==> src/rtl/core/agf_pkg.sv <==
// Package of the axial gravity force core: payload types, register codes,
// pipeline depths and the step functions of the square root and divider pipes.
package agf_pkg;

   // Pipeline depths.
   localparam int PRE_STAGES   = 11;
   localparam int SQRT_STEPS   = 31;
   localparam int SQRT_STAGES  = (SQRT_STEPS + 1) / 2;
   localparam int DIV_STEPS    = 17;
   localparam int DIV_STAGES   = (DIV_STEPS + 1) / 2;
   localparam int TOTAL_STAGES = PRE_STAGES + SQRT_STAGES + DIV_STAGES + 1;
   localparam int TAIL_STAGES  = SQRT_STAGES + DIV_STAGES;

   // Block-scaling targets: bit position of the leading one.
   localparam logic [5:0] VEC_TOP = 6'd19;
   localparam logic [5:0] W_TOP   = 6'd29;

   typedef enum logic [2:0] {
      CSR_AXIS_PX = 3'd0,
      CSR_AXIS_PY = 3'd1,
      CSR_AXIS_PZ = 3'd2,
      CSR_AXIS_DX = 3'd3,
      CSR_AXIS_DY = 3'd4,
      CSR_AXIS_DZ = 3'd5,
      CSR_PULL    = 3'd6,
      CSR_GROUP   = 3'd7
   } csr_idx_type;

   localparam logic signed [31:0] DIR_Z_RESET = 32'sd65536;

   typedef struct packed {
      logic signed [31:0] pos_x;
      logic signed [31:0] pos_y;
      logic signed [31:0] pos_z;
      logic [31:0]        body_mass;
      logic [15:0]        group_bits;
      logic               is_clump;
   } agf_req_type;

   typedef struct packed {
      logic signed [31:0] force_x;
      logic signed [31:0] force_y;
      logic signed [31:0] force_z;
      logic               applied;
   } agf_rsp_type;

   // Per-item control that rides along the datapath.
   typedef struct packed {
      logic        skip;
      logic        aneg;
      logic [47:0] fq;
   } side_type;

   typedef struct packed {
      logic        skip;
      logic        aneg;
      logic [2:0]  wneg;
      logic [47:0] fq;
   } tail_type;

   typedef struct packed {
      logic [61:0] rem;
      logic [30:0] root;
   } sq_state_type;

   typedef struct packed {
      logic [30:0] rem;
      logic [16:0] q;
      logic        lsb;
   } dv_state_type;

   typedef dv_state_type [2:0] dv_lanes_type;

   // Position of the leading one; zero for a zero word.
   function automatic logic [5:0] lead_pos(logic [63:0] x);
      logic [5:0] p;
      p = '0;
      for (int i = 0; i < 64; i++) begin
         if (x[i]) p = 6'(i);
      end
      return p;
   endfunction

   // Shift a magnitude so that its leading one moves from p to top.
   // Right shifts truncate.
   function automatic logic [63:0] scale_mag(logic [63:0] m, logic [5:0] p,
                                             logic [5:0] top);
      logic [63:0] r;
      if (p > top) begin
         r = m >> (p - top);
      end else begin
         r = m << (top - p);
      end
      return r;
   endfunction

   // One digit of the integer square root; k is the result bit decided.
   function automatic sq_state_type sqrt_step(sq_state_type s, int k);
      logic [63:0]  t;
      sq_state_type o;
      t = ({33'd0, s.root} << (k + 1)) + (64'd1 << (2 * k));
      o = s;
      if ({2'b00, s.rem} >= t) begin
         o.rem  = 62'({2'b00, s.rem} - t);
         o.root = s.root | (31'd1 << k);
      end
      return o;
   endfunction

   // One quotient bit of restoring division; j counts steps from the top.
   function automatic dv_state_type div_step(dv_state_type s, logic [30:0] len, int j);
      logic [31:0]  r2;
      dv_state_type o;
      o  = s;
      r2 = {s.rem, (j == 0) ? s.lsb : 1'b0};
      if (r2 >= {1'b0, len}) begin
         r2 = r2 - {1'b0, len};
         o.q[DIV_STEPS - 1 - j] = 1'b1;
      end
      o.rem = r2[30:0];
      return o;
   endfunction

endpackage

==> src/rtl/core/agf_sqrt_pipe.sv <==
// Pipelined integer square root, two result bits per stage, one in the last stage.
// Depends on agf_pkg for the stage count and the step function.
module agf_sqrt_pipe
   import agf_pkg::*;
(
   input  logic        clock,
   input  logic        adv,
   input  logic [61:0] sum_i,
   output logic [30:0] root_o
);

   sq_state_type st_ff  [SQRT_STAGES];
   sq_state_type src    [SQRT_STAGES];
   sq_state_type st_in  [SQRT_STAGES];

   // Stage zero takes the radicand with an empty root.
   assign src[0] = '{rem: sum_i, root: '0};

   for (genvar s = 0; s < SQRT_STAGES; s++) begin : g_stage
      localparam int K1 = SQRT_STEPS - 1 - 2 * s;
      localparam int K2 = K1 - 1;

      if (s > 0) begin : g_link
         assign src[s] = st_ff[s-1];
      end

      // Decide two root bits, or one in the last stage.
      always_comb begin
         st_in[s] = sqrt_step(src[s], K1);
         if (K2 >= 0) begin
            st_in[s] = sqrt_step(st_in[s], K2);
         end
      end

      always_ff @(posedge clock) begin
         if (adv) begin
            st_ff[s] <= st_in[s];
         end
      end
   end

   assign root_o = st_ff[SQRT_STAGES-1].root;

endmodule

==> config.mk <==
export PLATFORM = sky130hd
export DESIGN_NAME = agf_sqrt_pipe
export DESIGN_NICKNAME = d
export VERILOG_FILES = /design/src/rtl/core/agf_pkg.sv /design/src/rtl/core/agf_sqrt_pipe.sv
export SDC_FILE = /design/constraint.sdc
export NUM_CORES = 2
export LEC_CHECK = 0
export CORE_MARGIN = 1
export CORE_UTILIZATION = 50
export DETAILED_ROUTE_END_ITERATION = 6
export DONT_BUFFER_PORTS = 1
export GPL_ROUTABILITY_DRIVEN = 0
export PLACE_DENSITY = 0.7
export SLEW_MARGIN = 40
export SYNTH_ARGS = -nofsm -noshare
export SYNTH_HDL_FRONTEND = slang
export SYNTH_SLANG_ARGS = --single-unit
==> constraint.sdc <==
create_clock -name clock -period 10.8 [get_ports clock]
set_clock_uncertainty 0.05 [all_clocks]
set_input_delay 1.08 -clock clock [delete_from_list [all_inputs] [get_ports clock]]
set_output_delay 1.08 -clock clock [all_outputs]
set_load 0.005 [all_outputs]
Word-level counts from Yosys, hierarchy flattened

Memory sizes are Yosys's and may differ from the RTL's.
Index checks and enable logic that the tools add are counted.

Bits in registers: 0
Bits in writable memories: 1488
Input bits: 64
Logic and storage cells: 126
Memories: 1

Add/sub/neg operators: 61
Magnitude comparators: 31
Muxes and demuxes: 33

Memories:

| memory | words | width | read ports | clocked after Yosys merged registers in | wr ports | RTL line            | RTL |
|---|---|---|---|---|---|---|---|
| st_ff  | 16    | 93    | 16         | 0                                       | 16       | agf_sqrt_pipe.sv:12 | `sq_state_type st_ff [SQRT_STAGES];` |

Operator list:

| cell                   | number |
|---|---|
| $mux 93                | 31 |
| $sub 62x62->62         | 3 |
| $ge 62x64->1           | 1 |
| $add 61x59->62 const B | 1 |
| $ge 62x34->1           | 1 |
| $ge 62x35->1           | 1 |
| $ge 62x36->1           | 1 |
| $ge 62x37->1           | 1 |
| $ge 62x38->1           | 1 |
| $ge 62x39->1           | 1 |
| $ge 62x40->1           | 1 |
| $ge 62x41->1           | 1 |
| $ge 62x42->1           | 1 |
| $ge 62x43->1           | 1 |
| $ge 62x44->1           | 1 |
| $ge 62x45->1           | 1 |
| $ge 62x46->1           | 1 |
| $ge 62x47->1           | 1 |
| $ge 62x48->1           | 1 |
| $ge 62x49->1           | 1 |
| $ge 62x50->1           | 1 |
| $ge 62x51->1           | 1 |
| $ge 62x52->1           | 1 |
| $ge 62x53->1           | 1 |
| 68 further kinds       | 69 |

Longest topological paths before layout

An unclocked memory read counts as a cell.

Word-level depth: 7
Depth in mapped cells: 34
Mapped depth without buffers: 28

Least setup slack after synthesis

Ideal clock, no wire load.

Path type: register -> register
Start: mem st_ff[2][265] (netlist name)
End: mem st_ff[2][327] (netlist name), data pin
Data arrival time: 6547 ps
Required time: 10490 ps
Slack: 3943 ps
Cell stages (with the launch flop): 26
Buffers on the path: 3
Period minus slack after synthesis: 6857 ps
Cells stage by stage: edfxtp_1 > or4_1 > or4b_1 > nor3_2 > nand2_1 > a31oi_2 > nand3_2 > inv_1 > buf_2 > buf_1 > nand2_1 > o21ai_0 > ha_1 > and3_1 > and2_1 > a221oi_1 > o21ai_0 > a21o_1 > a21o_1 > o21a_1 > a211o_1 > o311a_1 > or3_1 > nor4_4 > buf_2 > mux2_2

RTL lines:

| element         | RTL line |
|---|---|
| start, declared | agf_sqrt_pipe.sv:12 |

==> flow_summary.ini <==
[clock_tree]
worstSkewPairLatency_ns = 0.78
clock_sinks = 1201
clk_root_buffer_cell = clkbuf_16
cts_tree = done
cts-resized-gates = 0
clockBufferDepth = 3
htreeDepth = 3
hold_buffers = 0
cts_setup_buffers = 0
cts_made_buffers = 121
clk_pin_slew_ns = 0.07

[routing]
vias_per_cell = 6.141
dr.pass1.iters = 7
routed_wirelength_mm = 207.5
drt_iter0_drc = 5874
via_count = 62680
drc = 0
antenna_left = 0
wire_per_inst_microns = 20.32

[timing]
period_share_pct = 77.24
hold_viol = 0
fin_crit_ns = 8.342
tns_ns = 0
slew_headroom_pct = 41.63
setup_viol = 0
tightestPinTransition_ns = 0.8688
rsz0062_at_grt = no
fmax_mhz = 119.9
slew_viol_final = 0

[critical_path]
crit_path_max_fanout = 53
reg2reg_depth = 26
max_stage_delay_ns = 0.64
cp_slowest_cell = nor3_1
arrival_ns = 8.70
start_kind = register
path_class = register to register
crit_path_end_kind = register
reg2reg_to = st_ff[2][355]$_DFFE_PP_
r2r-start = st_ff[2][203]$_DFFE_PP_
reg2reg_slack_ns = 2.46
worstPathRequired_ns = 11.16

[logic_synthesis]
synth_area_leaders = edfxtp_1 45%, ha_1 8.4%, xnor2_1 5.2%, a21oi_1 4.0%, nor2_1 3.3%
synth_seq_cells = 1201
synth-edff-count = 1201
synthesis.nets = 8706
syn_inst = 8102
yosysSeqAreaShare_pct = 45.00
async_reset_ff_share_pct = 0
synth.largest_area_cell = edfxtp_1
synth_flop_cell = edfxtp_1
yosys_warnings = 0
yosysUniqueCellTypes = 105
yosys.area.top_type_share_pct = 45.00
syn_area_sq_mm = 0.08014
syn_avg_cell_area_sq_um = 9.891

[placement]
dp_cells = 9977
dp_hpwl_mm = 161.0
portBuffers = 0
dpl_cell_area_sq_mm = 0.08244

[worst_hold_path]
min_path_cells = 0
hold_class = input port to register
hold_path_end = st_ff[0][40]$_DFFE_PP_
worstHoldStart = sum_i[9]

[final_layout]
top_regs = st_ff x1201
seq_area_sq_mm = 0.03606
final_layout_size_suffix_gt1_share_pct = 5.483
nets = 8633
stdcell_count = 10210
multi_input_area_sq_mm = 0.04155
final_common_cell = edfxtp_1
regMostFlops = st_ff
area_growth_pct = 8.052
fill_cells = 13650
final_cell_area_sq_mm = 0.08659
final_cell_mix = 1201 x edfxtp_1, 713 x nor2_1, 643 x nand2_1, 635 x a21oi_1, 540 x ha_1
largest_reg_flops = 1201

[power]
ir_drop_uv = 164.2
power.density_mw_per_mm2 = 242.4
p_leak_uw = 0.03326

[floorplan]
die_area_sq_mm = 0.1619
rows = 146
fp.dieW_microns = 402.4
ios = 95
core_area_sq_mm = 0.1587
initial_utilization_pct = 50.48
die_h_microns = 402.4

[grt]
antenna_found_initial = 2
grt_pass1_wl_mm = 323.5
grt_usage_pct = 24.79
gr-total-overflow = 0
grt_start_max_net_pins = 122
grt_pass1_vias = 59370

[outcome]
status = finished clean

[run]
maxCapViolations = 0
-- metal layers --
layer	part of all wire (%)	up-vias	GRT usage, %
met5	0	-	0
met4	3.7	0	8.919
met3	6.7	446	3.211
met1	42	29850	32.75
li1	-	30010	-
met2	47	2379	41.66
-- critical path, delay by kind of cell (launching register included) --
family / cells / cell delay [ns]
and+or+nand+nor: 9 / 3.00
AOI/OAI and AO/OA: 11 / 2.62
buffers and inverters: 3 / 0.96
adders and majority gates: 2 / 0.82
DFF: 1 / 0.43
xor gates and xnor gates: 1 / 0.12
-- how the worst max path moves through the flow --
stage          slack (ns)                     from                 endpoint  cells after the start
2_1_floorplan        3.94  st_ff[2][265]$_DFFE_PP_  st_ff[2][327]$_DFFE_PP_                     25
3_3_place_gp         2.76   st_ff[3][99]$_DFFE_PP_  st_ff[3][265]$_DFFE_PP_                     24
3_5_place_dp         2.66  st_ff[2][204]$_DFFE_PP_  st_ff[2][355]$_DFFE_PP_                     26
4_1_cts              2.59  st_ff[2][203]$_DFFE_PP_  st_ff[2][355]$_DFFE_PP_                     26
5_1_grt              2.12  st_ff[2][203]$_DFFE_PP_  st_ff[2][355]$_DFFE_PP_                     26
6_report             2.46  st_ff[2][203]$_DFFE_PP_  st_ff[2][355]$_DFFE_PP_                     26
-- final cells by class --
class / count / share of cell area, %
multi-input combinational: 6194 / 47.99
clock buffer: 146 / 3.630
clock inverter: 82 / 1.078
sequential: 1201 / 41.65
timing repair buffer: 39 / 0.6127
antenna: 1 / 0.002890
inverter: 472 / 2.046
tap: 2072 / 2.994
-- cells in the mapped netlist (65+ instances only) --
library cell	instances
nor4_1	235
inv_1	463
clkbuf_1	188
nand2_1	643
mux2_2	75
edfxtp_1	1201
xnor2_1	478
o21bai_1	66
ha_1	540
xor2_1	302
nor2b_1	92
nand3_1	189
o21ai_0	388
nor3_1	211
nand2b_1	70
a21oi_1	635
or3_1	104
a21o_1	259
nand4_1	177
nor2_1	714
o31ai_1	65
o21a_1	90
or4_1	70
-- logic make-up after synthesis --
group,after synthesis,share of synthesized area (%)
buffers and inverters,707,3.346
adder cells (fa/ha/maj),540,8.431
flip-flops,1201,45.00
AO/OA/AOI/OAI,1919,15.18
AND/OR/NAND/NOR,2855,18.10
XOR/XNOR,782,8.579
multiplexers,98,1.358
-- per-stage QoR --
stage	hold slack [ns]	utilization, %	setup WS [ns]	power, uW
after floorplan	0.3669	-	3.943	14210
after detailed placement	0.3782	51.93	2.664	16510
after global placement	0.3723	51.76	2.760	16340
after CTS	0.2615	54.50	2.591	20860
final	0.3192	54.55	2.458	20990
after global routing	0.2708	54.55	2.118	22270
-- power by group --
part / internal (uW) / switching [uW]
clock network: 2410 / 1870
registers: 6350 / 703
logic: 3880 / 5790
(Power assumes the default switching activity.)
